## src/sv/pkst_pkg.sv

```systemverilog
// Package for the port-knock sequence tracker.
// Shared widths, register codes, reset values and the queued item type.
package pkst_pkg;

  localparam int SequenceStepsDefault = 3;
  localparam int ClientSlotsDefault   = 256;

  localparam int SlotW     = 8;
  localparam int PortW     = 16;
  localparam int ProgW     = 2;
  localparam int CfgIdxW   = 2;
  localparam int NumPorts  = 3;
  localparam int QueueDepth = 2;

  // configuration register indexes
  localparam logic [CfgIdxW-1:0] CfgPortOne   = 2'd0;
  localparam logic [CfgIdxW-1:0] CfgPortTwo   = 2'd1;
  localparam logic [CfgIdxW-1:0] CfgPortThree = 2'd2;

  // item modes
  localparam logic ModeKnock = 1'b0;
  localparam logic ModeCheck = 1'b1;

  localparam logic [PortW-1:0] PortResetVals [NumPorts] = '{
    16'd7777, 16'd5921, 16'd8675
  };

  // classified item, as it travels from front to back
  typedef struct packed {
    logic             mode;
    logic [SlotW-1:0] slot;
    logic             in_table;
    logic             matched;
    logic [ProgW-1:0] step;
  } pkst_item_t;

endpackage

```

## src/sv/pkst_ram.sv

```systemverilog
// Generic single-write, single-read RAM with registered read data.
// No dependencies.
module pkst_ram #(
  parameter int WIDTH = 2,
  parameter int DEPTH = 256
) (
  input  logic                     clk_i,
  input  logic                     we_i,
  input  logic [$clog2(DEPTH)-1:0] waddr_i,
  input  logic [WIDTH-1:0]         wdata_i,
  input  logic                     re_i,
  input  logic [$clog2(DEPTH)-1:0] raddr_i,
  output logic [WIDTH-1:0]         rdata_o
);

  logic [WIDTH-1:0] mem_q [DEPTH];
  logic [WIDTH-1:0] rdata_q;

  always_ff @(posedge clk_i) begin
    if (we_i) begin
      mem_q[waddr_i] <= wdata_i;
    end
    if (re_i) begin
      rdata_q <= mem_q[raddr_i];
    end
  end

  assign rdata_o = rdata_q;

endmodule

```

## src/sv/pkst_front.sv

```systemverilog
// Front end: holds the sequence port registers and classifies each knock.
// Depends on pkst_pkg.
module pkst_front #(
  parameter int SEQUENCE_STEPS = pkst_pkg::SequenceStepsDefault,
  parameter int CLIENT_SLOTS   = pkst_pkg::ClientSlotsDefault
) (
  input  logic                        clk_i,
  input  logic                        rst_ni,
  input  logic                        cfg_we_i,
  input  logic [pkst_pkg::CfgIdxW-1:0] cfg_index_i,
  input  logic [pkst_pkg::PortW-1:0]  cfg_data_i,
  input  logic                        mode_i,
  input  logic [pkst_pkg::SlotW-1:0]  client_slot_i,
  input  logic [pkst_pkg::PortW-1:0]  dest_port_i,
  output pkst_pkg::pkst_item_t        item_o
);

  logic [pkst_pkg::PortW-1:0] ports_q [pkst_pkg::NumPorts];
  logic                       matched;
  logic [pkst_pkg::ProgW-1:0] step;

  always_ff @(posedge clk_i or negedge rst_ni) begin
    if (!rst_ni) begin
      ports_q <= pkst_pkg::PortResetVals;
    end else if (cfg_we_i) begin
      unique case (cfg_index_i)
        pkst_pkg::CfgPortOne:   ports_q[0] <= cfg_data_i;
        pkst_pkg::CfgPortTwo:   ports_q[1] <= cfg_data_i;
        pkst_pkg::CfgPortThree: ports_q[2] <= cfg_data_i;
        default: ;
      endcase
    end
  end

  // lowest matching step wins: scan from the top down
  always_comb begin
    matched = 1'b0;
    step    = '0;
    for (int k = SEQUENCE_STEPS - 1; k >= 0; k--) begin
      if (ports_q[k] == dest_port_i) begin
        matched = 1'b1;
        step    = pkst_pkg::ProgW'(k);
      end
    end
  end

  always_comb begin
    item_o.mode     = mode_i;
    item_o.slot     = client_slot_i;
    item_o.in_table = int'(client_slot_i) < CLIENT_SLOTS;
    item_o.matched  = matched;
    item_o.step     = step;
  end

endmodule

```

## src/sv/pkst_queue.sv

```systemverilog
// Short item queue between the classifier and the table sequencer.
// Depends on pkst_pkg.
module pkst_queue (
  input  logic                 clk_i,
  input  logic                 rst_ni,
  input  logic                 push_i,
  input  pkst_pkg::pkst_item_t item_i,
  input  logic                 pop_i,
  output pkst_pkg::pkst_item_t head_o,
  output logic                 empty_o,
  output logic                 full_o
);

  localparam int PtrW = $clog2(pkst_pkg::QueueDepth);
  localparam int CntW = $clog2(pkst_pkg::QueueDepth + 1);

  pkst_pkg::pkst_item_t store_q [pkst_pkg::QueueDepth];
  logic [PtrW-1:0] wr_ptr_q, rd_ptr_q;
  logic [CntW-1:0] count_q;

  assign empty_o = count_q == '0;
  assign full_o  = count_q == CntW'(pkst_pkg::QueueDepth);
  assign head_o  = store_q[rd_ptr_q];

  always_ff @(posedge clk_i) begin
    if (push_i) begin
      store_q[wr_ptr_q] <= item_i;
    end
  end

  always_ff @(posedge clk_i or negedge rst_ni) begin
    if (!rst_ni) begin
      wr_ptr_q <= '0;
      rd_ptr_q <= '0;
      count_q  <= '0;
    end else begin
      if (push_i) begin
        wr_ptr_q <= (wr_ptr_q == PtrW'(pkst_pkg::QueueDepth - 1)) ? '0 : wr_ptr_q + 1'b1;
      end
      if (pop_i) begin
        rd_ptr_q <= (rd_ptr_q == PtrW'(pkst_pkg::QueueDepth - 1)) ? '0 : rd_ptr_q + 1'b1;
      end
      if (push_i && !pop_i) begin
        count_q <= count_q + 1'b1;
      end else if (pop_i && !push_i) begin
        count_q <= count_q - 1'b1;
      end
    end
  end

endmodule

```

## src/sv/pkst_back.sv

```systemverilog
// Back end: read-modify-write of the progress table and the result register.
// Depends on pkst_pkg; drives one pkst_ram instance from the top level.
module pkst_back #(
  parameter int SEQUENCE_STEPS = pkst_pkg::SequenceStepsDefault,
  parameter int TABLE_DEPTH    = 256
) (
  input  logic                           clk_i,
  input  logic                           rst_ni,
  input  pkst_pkg::pkst_item_t           head_i,
  input  logic                           empty_i,
  output logic                           pop_o,
  output logic                           ram_re_o,
  output logic [$clog2(TABLE_DEPTH)-1:0] ram_raddr_o,
  input  logic [pkst_pkg::ProgW-1:0]     ram_rdata_i,
  output logic                           ram_we_o,
  output logic [$clog2(TABLE_DEPTH)-1:0] ram_waddr_o,
  output logic [pkst_pkg::ProgW-1:0]     ram_wdata_o,
  output logic                           out_valid_o,
  input  logic                           out_stall_i,
  output logic [pkst_pkg::ProgW-1:0]     progress_o,
  output logic                           authorized_o,
  output logic                           port_matched_o
);

  localparam int AddrW = $clog2(TABLE_DEPTH);

  typedef enum logic {S_IDLE, S_CALC} state_e;

  state_e                     state_q;
  pkst_pkg::pkst_item_t       item_q;
  logic [TABLE_DEPTH-1:0]     valid_q;
  logic                       out_valid_q;
  logic [pkst_pkg::ProgW-1:0] progress_q;
  logic                       authorized_q;
  logic                       matched_q;

  logic [AddrW-1:0]           addr;
  logic [pkst_pkg::ProgW-1:0] prog_rd, new_prog;
  logic                       knock, commit;

  assign addr = item_q.slot[AddrW-1:0];

  always_comb begin
    pop_o       = (state_q == S_IDLE) && !empty_i;
    ram_re_o    = pop_o;
    ram_raddr_o = head_i.slot[AddrW-1:0];
    // entries never written read as zero; slots off the table too
    prog_rd  = (item_q.in_table && valid_q[addr]) ? ram_rdata_i : '0;
    knock    = (item_q.mode == pkst_pkg::ModeKnock) && item_q.matched;
    if (knock) begin
      new_prog = (prog_rd == item_q.step) ? prog_rd + 2'd1 : '0;
    end else begin
      new_prog = prog_rd;
    end
    commit      = (state_q == S_CALC) && (!out_valid_q || !out_stall_i);
    ram_we_o    = commit && knock && item_q.in_table;
    ram_waddr_o = addr;
    ram_wdata_o = new_prog;
  end

  always_ff @(posedge clk_i or negedge rst_ni) begin
    if (!rst_ni) begin
      state_q      <= S_IDLE;
      item_q       <= '0;
      valid_q      <= '0;
      out_valid_q  <= 1'b0;
      progress_q   <= '0;
      authorized_q <= 1'b0;
      matched_q    <= 1'b0;
    end else begin
      if (commit) begin
        out_valid_q <= 1'b1;
      end else if (!out_stall_i) begin
        out_valid_q <= 1'b0;
      end
      unique case (state_q)
        S_IDLE: begin
          if (pop_o) begin
            item_q  <= head_i;
            state_q <= S_CALC;
          end
        end
        S_CALC: begin
          if (commit) begin
            progress_q   <= new_prog;
            authorized_q <= new_prog == pkst_pkg::ProgW'(SEQUENCE_STEPS);
            matched_q    <= knock;
            state_q      <= S_IDLE;
            if (ram_we_o) begin
              valid_q[addr] <= 1'b1;
            end
          end
        end
        default: state_q <= S_IDLE;
      endcase
    end
  end

  assign out_valid_o    = out_valid_q;
  assign progress_o     = progress_q;
  assign authorized_o   = authorized_q;
  assign port_matched_o = matched_q;

  a_auth_means_done: assert property (@(posedge clk_i) disable iff (!rst_ni)
    out_valid_q && authorized_q |-> progress_q == pkst_pkg::ProgW'(SEQUENCE_STEPS))
    else $error("authorized without full progress");

  a_prog_bounded: assert property (@(posedge clk_i) disable iff (!rst_ni)
    out_valid_q |-> progress_q <= pkst_pkg::ProgW'(SEQUENCE_STEPS))
    else $error("progress beyond sequence length");

  a_pop_only_idle: assert property (@(posedge clk_i) disable iff (!rst_ni)
    pop_o |-> state_q == S_IDLE && !empty_i)
    else $error("queue popped while busy");

  a_write_sets_valid: assert property (@(posedge clk_i) disable iff (!rst_ni)
    ram_we_o |=> valid_q[$past(addr)] && out_valid_q)
    else $error("table write without valid mark or result");

endmodule

```

## src/sv/port_knock_sequence_tracker.sv

```systemverilog
// Port-knock sequence tracker, top level. Items (knock or check) are taken at
// up to one per cycle, while the queue is not full, into a two-item queue;
// the table sequencer then handles each item as a registered table read, then
// an update and write-back of the progress RAM, and pops no new item until it
// has committed the last one. The result is registered and held while the
// output is stalled. The progress table is cleared at reset through one valid
// flip-flop per entry; no clearing pass is needed.
// Depends on pkst_pkg, pkst_front, pkst_queue, pkst_back and pkst_ram.
module port_knock_sequence_tracker #(
  parameter int SEQUENCE_STEPS = pkst_pkg::SequenceStepsDefault,
  parameter int CLIENT_SLOTS   = pkst_pkg::ClientSlotsDefault
) (
  input  logic                         clk_i,
  input  logic                         rst_ni,
  input  logic                         cfg_we_i,
  input  logic [pkst_pkg::CfgIdxW-1:0] cfg_index_i,
  input  logic [pkst_pkg::PortW-1:0]   cfg_data_i,
  input  logic                         in_valid_i,
  output logic                         in_stall_o,
  input  logic                         mode_i,
  input  logic [pkst_pkg::SlotW-1:0]   client_slot_i,
  input  logic [pkst_pkg::PortW-1:0]   dest_port_i,
  output logic                         out_valid_o,
  input  logic                         out_stall_i,
  output logic [pkst_pkg::ProgW-1:0]   progress_o,
  output logic                         authorized_o,
  output logic                         port_matched_o
);

  // slot field is 8 bits, so the table never needs more than 256 entries
  localparam int SlotSpan   = 1 << pkst_pkg::SlotW;
  localparam int TableDepth = (CLIENT_SLOTS > SlotSpan) ? SlotSpan : CLIENT_SLOTS;
  localparam int AddrW      = $clog2(TableDepth);

  pkst_pkg::pkst_item_t       front_item, head_item;
  logic                       push, pop, empty, full;
  logic                       ram_re, ram_we;
  logic [AddrW-1:0]           ram_raddr, ram_waddr;
  logic [pkst_pkg::ProgW-1:0] ram_rdata, ram_wdata;

  assign in_stall_o = full;
  assign push       = in_valid_i && !full;

  pkst_front #(
    .SEQUENCE_STEPS(SEQUENCE_STEPS),
    .CLIENT_SLOTS  (CLIENT_SLOTS)
  ) u_front (
    .clk_i        (clk_i),
    .rst_ni       (rst_ni),
    .cfg_we_i     (cfg_we_i),
    .cfg_index_i  (cfg_index_i),
    .cfg_data_i   (cfg_data_i),
    .mode_i       (mode_i),
    .client_slot_i(client_slot_i),
    .dest_port_i  (dest_port_i),
    .item_o       (front_item)
  );

  pkst_queue u_queue (
    .clk_i  (clk_i),
    .rst_ni (rst_ni),
    .push_i (push),
    .item_i (front_item),
    .pop_i  (pop),
    .head_o (head_item),
    .empty_o(empty),
    .full_o (full)
  );

  pkst_back #(
    .SEQUENCE_STEPS(SEQUENCE_STEPS),
    .TABLE_DEPTH   (TableDepth)
  ) u_back (
    .clk_i         (clk_i),
    .rst_ni        (rst_ni),
    .head_i        (head_item),
    .empty_i       (empty),
    .pop_o         (pop),
    .ram_re_o      (ram_re),
    .ram_raddr_o   (ram_raddr),
    .ram_rdata_i   (ram_rdata),
    .ram_we_o      (ram_we),
    .ram_waddr_o   (ram_waddr),
    .ram_wdata_o   (ram_wdata),
    .out_valid_o   (out_valid_o),
    .out_stall_i   (out_stall_i),
    .progress_o    (progress_o),
    .authorized_o  (authorized_o),
    .port_matched_o(port_matched_o)
  );

  pkst_ram #(
    .WIDTH(pkst_pkg::ProgW),
    .DEPTH(TableDepth)
  ) u_table (
    .clk_i  (clk_i),
    .we_i   (ram_we),
    .waddr_i(ram_waddr),
    .wdata_i(ram_wdata),
    .re_i   (ram_re),
    .raddr_i(ram_raddr),
    .rdata_o(ram_rdata)
  );

endmodule

```

## config.mk

```make
export PLATFORM = sky130hd
export DESIGN_NAME = port_knock_sequence_tracker
export DESIGN_NICKNAME = d
export VERILOG_FILES = /design/src/sv/pkst_pkg.sv /design/src/sv/pkst_ram.sv /design/src/sv/pkst_front.sv /design/src/sv/pkst_queue.sv /design/src/sv/pkst_back.sv /design/src/sv/port_knock_sequence_tracker.sv
export SDC_FILE = /design/constraint.sdc
export NUM_CORES = 1
export LEC_CHECK = 0
export BUFFER_PORTS_ARGS = -buffer_cell sky130_fd_sc_hd__buf_2
export CORE_ASPECT_RATIO = 0.6
export CORE_MARGIN = 1.5
export CORE_UTILIZATION = 57
export CTS_BUF_LIST = sky130_fd_sc_hd__clkbuf_2 sky130_fd_sc_hd__clkbuf_4 sky130_fd_sc_hd__clkbuf_8
export DETAILED_ROUTE_END_ITERATION = 7
export HOLD_SLACK_MARGIN = 0.05
export PLACE_DENSITY = 0.77
export SLEW_MARGIN = 20
export SYNTH_ARGS = -nofsm -noshare
export SYNTH_HDL_FRONTEND = slang
export SYNTH_SLANG_ARGS = --single-unit
```

## constraint.sdc

```tcl
create_clock -name clk_i -period 14.75 [get_ports clk_i]
set_clock_uncertainty 0.2 [all_clocks]
set_input_delay 1.475 -clock clk_i [delete_from_list [all_inputs] [get_ports clk_i]]
set_output_delay 1.475 -clock clk_i [all_outputs]
set_load 0.01 [all_outputs]
```

## After elaboration in Yosys (flattened, before gate mapping)

Memory sizes are Yosys's and may differ from the RTL's. A register that Yosys moved wholly into a read port is not among the register bits.
Index checks and enable logic that the tools add are counted.

| storage, ports and cells | value |
|---|---|
| memory bits (writable) | 536 |
| bits in registers | 327 |
| output and inout port bits | 6 |
| word-level logic and storage cells | 90 |
| input port bits | 48 |
| memories kept | 2 |

| cells by class | value |
|---|---|
| equality and inequality tests | 9 |
| order comparisons | 2 |
| reductions and logical operators | 26 |
| bitwise operators | 3 |
| multiplexer cells | 26 |
| add/sub/neg operators | 5 |

Memory list:

| name | depth | width | read ports | clocked after Yosys merged registers in | wr ports | line | source |
|---|---|---|---|---|---|---|---|
| u_table.mem_q | 256 | 2 | 1 | 1 | 1 | pkst_ram.sv:16 | `logic [WIDTH-1:0] mem_q [DEPTH];` |
| u_queue.store_q | 2 | 12 | 1 | 0 | 1 | pkst_queue.sv:17 | `pkst_pkg::pkst_item_t store_q [pkst_pkg::QueueDepth];` |

Operators with widths:

| kind | count |
|---|---|
| 256-bit OR | 1 |
| 16-bit equality test | 3 |
| 2-bit two-way mux | 8 |
| 1-bit two-way mux | 15 |
| 1-bit logical AND | 10 |
| 2-bit AND reduction | 5 |
| 8-bit by 9-bit less-than comparator with 1-bit output, second input constant | 1 |
| 1-bit binary-select mux with 8-bit select | 1 |
| 1-bit demux with 8-bit select | 1 |
| 8-bit by 1-bit >= comparator with 1-bit output, second input constant | 1 |
| 2-bit equality test, second input constant | 3 |
| 1-bit zero test | 6 |
| 2-bit by 1-bit adder with 2-bit output, second input constant | 2 |
| 2-bit zero test | 2 |
| 3-bit AND reduction | 1 |
| 1-bit adder, second input constant | 2 |
| 2-bit by 1-bit equality test with 1-bit output, second input constant | 1 |
| 2-bit equality test | 1 |
| 2-bit by 1-bit inequality test with 1-bit output, second input constant | 1 |
| 1-bit inverter | 2 |
| 1-bit case mux with 2 select lines | 1 |
| 2-bit nonzero test | 1 |
| 2-bit by 1-bit subtractor with 2-bit output, second input constant | 1 |
| 1-bit logical OR | 1 |

## Logic depth before layout (Yosys ltp)

| logic depth | value |
|---|---|
| depth in word-level cells | 8 |
| gate-level depth with buffers | 12 |
| depth with buffers taken out | 8 |

## Hierarchy

A second synthesis with hierarchy kept.

| second synthesis, totals | value |
|---|---|
| cell total of the unflattened synthesis | 2368 |
| area, all modules | 37108.1 um^2 |

Modules (own cells, without submodules):

| module | cells an instance | times used | area an instance (um^2) | sequential area each (um^2) |
|---|---|---|---|---|
| pkst_ram | 1242 | 1 | 21401.8 | 15434.8 |
| pkst_back | 889 | 1 | 12107.9 | 6881.6 |
| pkst_front | 180 | 1 | 2459.9 | 1226.2 |
| pkst_queue | 56 | 1 | 1124.8 | 880.8 |
| port_knock_sequence_tracker | 1 | 1 | 13.8 | 0.0 |

## Worst setup path before layout

OpenSTA, ideal clock, no wires.

| path | value |
|---|---|
| path kind | register to register |
| start point | register u_back.item_q, in the netlist u_back.ram_waddr_o[0] |
| end point | memory u_table.mem_q[0][1] (data pin) |
| period minus slack after synthesis | 6.757 ns |
| data arrival time | 5.547 ns |
| library setup time | 1.010 ns |
| stages on the path, launching flop included | 10 |
| required time | 13.540 ns |
| path buffers | 2 |
| setup slack | 7.993 ns |
| cells stage by stage | dfrtp_1 buf_6 buf_12 mux4_2 mux2_1 o21ai_0 or3_1 a31oi_1 o21ai_2 a21oi_2 |

| on the way | value |
|---|---|
| word-level cells in the longest chain between the ends | 7 |

RTL lines:

| element | line | source |
|---|---|---|
| from (decl) | pkst_back.sv:30 | `pkst_pkg::pkst_item_t item_q;` |
| from (signal assigned) | pkst_back.sv:79 | `item_q <= head_i;` |
| 1-bit binary-select mux with 8-bit select * | pkst_back.sv:48 | `prog_rd = (item_q.in_table && valid_q[addr]) ? ram_rdata_i : '0;` |
| 1-bit two-way mux (implied by the code) * | pkst_back.sv:48 |  |
| 1-bit logical AND * | pkst_back.sv:48 |  |
| 2-bit two-way mux * | pkst_back.sv:48 |  |
| 2-bit by 1-bit adder with 2-bit output or 2-bit equality test (tied branches) | pkst_back.sv:51 | `new_prog = (prog_rd == item_q.step) ? prog_rd + 2'd1 : '0;` |
| 2-bit two-way mux | pkst_back.sv:51 |  |
| 2-bit two-way mux * | pkst_back.sv:50 | `if (knock) begin` |
| named net ram_wdata (one bit) | port_knock_sequence_tracker.sv:39 | `logic [pkst_pkg::ProgW-1:0] ram_rdata, ram_wdata;` |
| to (decl) | pkst_ram.sv:16 |  |

Mark *: on every way through the listed nets, which the timed path passes. The rest lies on a longest branch. The select of a mux whose other input is x is not followed.

## Final worst setup path

| path | value |
|---|---|
| start point | register u_back.item_q, in the netlist u_back.ram_waddr_o[0] |
| end point | memory u_table.mem_q[242][0] (data pin) |

Same word-level chain as after synthesis.

==> impl_metrics.env <==
export IMPL_hold_ws_ps=260
export IMPL_critical_path_max_stage_delay_ps=940
export IMPL_syn_num_nets=2169
export IMPL_cts_hold_buf=0
export IMPL_cp_end_kind="flip-flop"
export IMPL_grt_pass1_wl_um=129000
export IMPL_post_cts_buffers=0
export IMPL_path_clk_slew_ps=70
export IMPL_startpoint="u_back.ram_waddr_o[0]$_DFFE_PN0P_"
export IMPL_cp_num_cells=10
export IMPL_syn_area_um2=35500
export IMPL_yosysTopAreaCellShare_pct=45.5
export IMPL_crit_required_ps=14930
export IMPL_grt_pass1_vias=20163
export IMPL_cts_buffer_depth=3
export IMPL_grt_overflow=0
export IMPL_drt_pass1_iterations=5
export IMPL_core_area_um2=61200
export IMPL_crit_family="buffers and inverters"
export IMPL_areaGrowthSynthToFinish_pct=10.2
export IMPL_numCtsBuffers=117
export IMPL_period_share_pct=43.0
export IMPL_ant_nets=0
export IMPL_synth_cell_types=52
export IMPL_rows=70
export IMPL_grt_max_degree=130
export IMPL_place_hpwl_um=52900
export IMPL_reg2reg_slack_ps=8400
export IMPL_worstSetupEndpoint="u_table.mem_q[242][0]$_DFFE_PP_"
export IMPL_ys_ff_latch=865
export IMPL_grt_usage_pct=27.7
export IMPL_cp_max_fo=124
export IMPL_slowest_stage="dfrtp_4"
export IMPL_worstReg2RegEnd="u_table.mem_q[242][0]$_DFFE_PP_"
export IMPL_synth_edff_count=538
export IMPL_setup_viol_count_final=0
export IMPL_multi_input_area_um2=10700
export IMPL_powerDensity_nw_per_um2=188
export IMPL_min_path_cells=1
export IMPL_wirelength_um=85400
export IMPL_worstMarginPinSlew_ps=1170
export IMPL_leakage_uw=0.0157
export IMPL_drc=0
export IMPL_htreeDepth=3
export IMPL_rr_startpoint="u_back.ram_waddr_o[0]$_DFFE_PN0P_"
export IMPL_seq_area_um2=24400
export IMPL_ioPinCount=54
export IMPL_ys_flop_type="edfxtp_1"
export IMPL_setup_tns_ps=0
export IMPL_die_x_um=325
export IMPL_nets=2265
export IMPL_synthTopCellsByArea="edfxtp_1, dfrtp_1, mux4_2"
export IMPL_start_kind="flip-flop"
export IMPL_synth_area_per_cell_um2=16.7
export IMPL_critical_path_class="reg2reg"
export IMPL_cts_root_buffer="clkbuf_8"
export IMPL_hold_class="reg2reg"
export IMPL_fmax_mhz=158
export IMPL_vias=19498
export IMPL_fillCellCount=4149
export IMPL_yosysTopAreaCell="edfxtp_1"
export IMPL_drive_gt1_share_pct=35.6
export IMPL_period_needed_ps=6350
export IMPL_synthCells=2120
export IMPL_die_area_um2=63800
export IMPL_place_gp_congestion=0.845
export IMPL_yosysSeqAreaShare_pct=68.6
export IMPL_ff2ff_path_depth=10
export IMPL_status="finished, final reports clean"
export IMPL_post_cts_resized=0
export IMPL_antennaDiodeCount=0
export IMPL_vdd_ir_drop_max_v=0.000303
export IMPL_via_per_inst=6.19
export IMPL_die_h_um=196
export IMPL_hold_violations=0
export IMPL_arrival_ps=6530
export IMPL_cts_tree="yes"
export IMPL_portBuffers=53
export IMPL_initial_core_util_pct=58.0
export IMPL_worst_path_buf_inv=3
export IMPL_wire_per_inst_um=27.1
export IMPL_drt_first_iter_violations=2368
export IMPL_async_reset_ff_share_pct=37.8
export IMPL_rsz0062_at_grt="no"
export IMPL_max_cap_viol_count=0
export IMPL_synthTopCellsByCount="edfxtp_1, dfrtp_1, nor2_1, or2_2, mux4_2"
export IMPL_crit_chain="buf_4, mux4_2, mux4_2, o211ai_2, nand3_1, o21ai_2, o21ai_1, nand2_4, buf_4, buf_6"
export IMPL_ys_warnings_count=0
export IMPL_drv_slew=0
export IMPL_antenna_found_initial=0
export IMPL_yosysMostFrequentCell="edfxtp_1"
export IMPL_clk_latency_ps=720
export IMPL_slew_limit_headroom_pct=21.8
export IMPL_clock_sinks=865
[worst register-to-register path: stages, from the launching register on]
cell and delay, ps:
dfrtp_4 940, buf_4 660, mux4_2 650, mux4_2 550, o211ai_2 220, nand3_1 140
o21ai_2 380, o21ai_1 230, nand2_4 400, buf_4 770, buf_6 720
[power breakdown]
part	internal, uW	total [uW]	switching (uW)
Clock	1030	1930	895
Combinational	782	2140	1360
Sequential	3120	3300	187
Total	4930	7370	2440
[logic make-up after synthesis]
logic type,share of synthesized area (%)
DFF,68.6
and+or+nand+nor,9.02
muxes,18.3
buffers and inverters,1.71
xor gates and xnor gates,1.31
AOI/OAI and AO/OA,0.987
adders and majority gates,0.0352
[state kept, by name (all words and copies together) (netlist names), 2 cells and up]
name	cells
u_table.mem_q	512
u_back.valid_q	256
u_front.ports_q	48
u_queue.store_q	24
u_back.ram_waddr_o	8
u_back.item_q	5
u_back.progress_o	2
u_queue.count_q	2
u_table.rdata_o	2
[cell usage in the layout, fill, tap and decap left out, types with 8 or more instances in the layout]
cell,count
mux2i_1,144
nor3_1,10
buf_2,52
dfstp_2,20
o21ai_0,17
edfxtp_1,538
or2_2,257
nand2_1,38
nor2b_1,9
clkinv_2,14
buf_4,24
mux4_1,14
xor2_1,34
clkbuf_4,51
mux2_2,50
clkbuf_8,134
nand3_1,13
nor2_1,270
xnor2_1,19
clkinv_1,16
dfrtp_1,304
nor4_1,8
nand4_1,8
mux4_2,180
[routing by layer]
metal	GRT usage (%)	wire length, um	vias up
met2	38.0	35900	1131
li1	-	-	8136
met1	41.6	36700	10071
met3	10.2	10500	160
met5	0	0	-
met4	7.87	2210	0
[final cells by class]
class                           count  share of cell area (%)
Inverter                            7                  0.0671
Clock inverter                     38                   0.732
Sequential cell                   865                    62.3
Tap cell                          828                    2.65
Clock buffer                      185                    5.69
Multi-Input combinational cell   1144                    27.3
Timing Repair Buffer               81                    1.32
[per-stage QoR]
stage	total power [uW]	utilization [%]	area (um^2)	worst slack, ps	std cells
final	7370	63.9	39100	8400	3148
after global routing	7640	63.9	39100	8040	3148
after CTS	7360	63.9	39100	8130	3148
after detailed placement	5460	59.8	36600	8150	2925
after global placement	5370	59.8	36600	8500	2925
after floorplan	4770	-	35500	7990	2120
[worst min-delay path by stage]
| stage | start | to | slack (ps) |
|---|---|---|---|
| after CTS | u_back.valid_q[141]$_DFFE_PN0P_ | u_back.valid_q[141]$_DFFE_PN0P_ | 260 |
| after global placement | u_back.valid_q[221]$_DFFE_PN0P_ | u_back.valid_q[221]$_DFFE_PN0P_ | 240 |
| after floorplan | u_back.valid_q[141]$_DFFE_PN0P_ | u_back.valid_q[141]$_DFFE_PN0P_ | 230 |
| after global routing | u_back.valid_q[92]$_DFFE_PN0P_ | u_back.valid_q[92]$_DFFE_PN0P_ | 260 |
| final | u_back.valid_q[221]$_DFFE_PN0P_ | u_back.valid_q[221]$_DFFE_PN0P_ | 260 |
| after detailed placement | u_back.valid_q[141]$_DFFE_PN0P_ | u_back.valid_q[141]$_DFFE_PN0P_ | 240 |
Note: power is estimated with default switching activity, not from simulation.
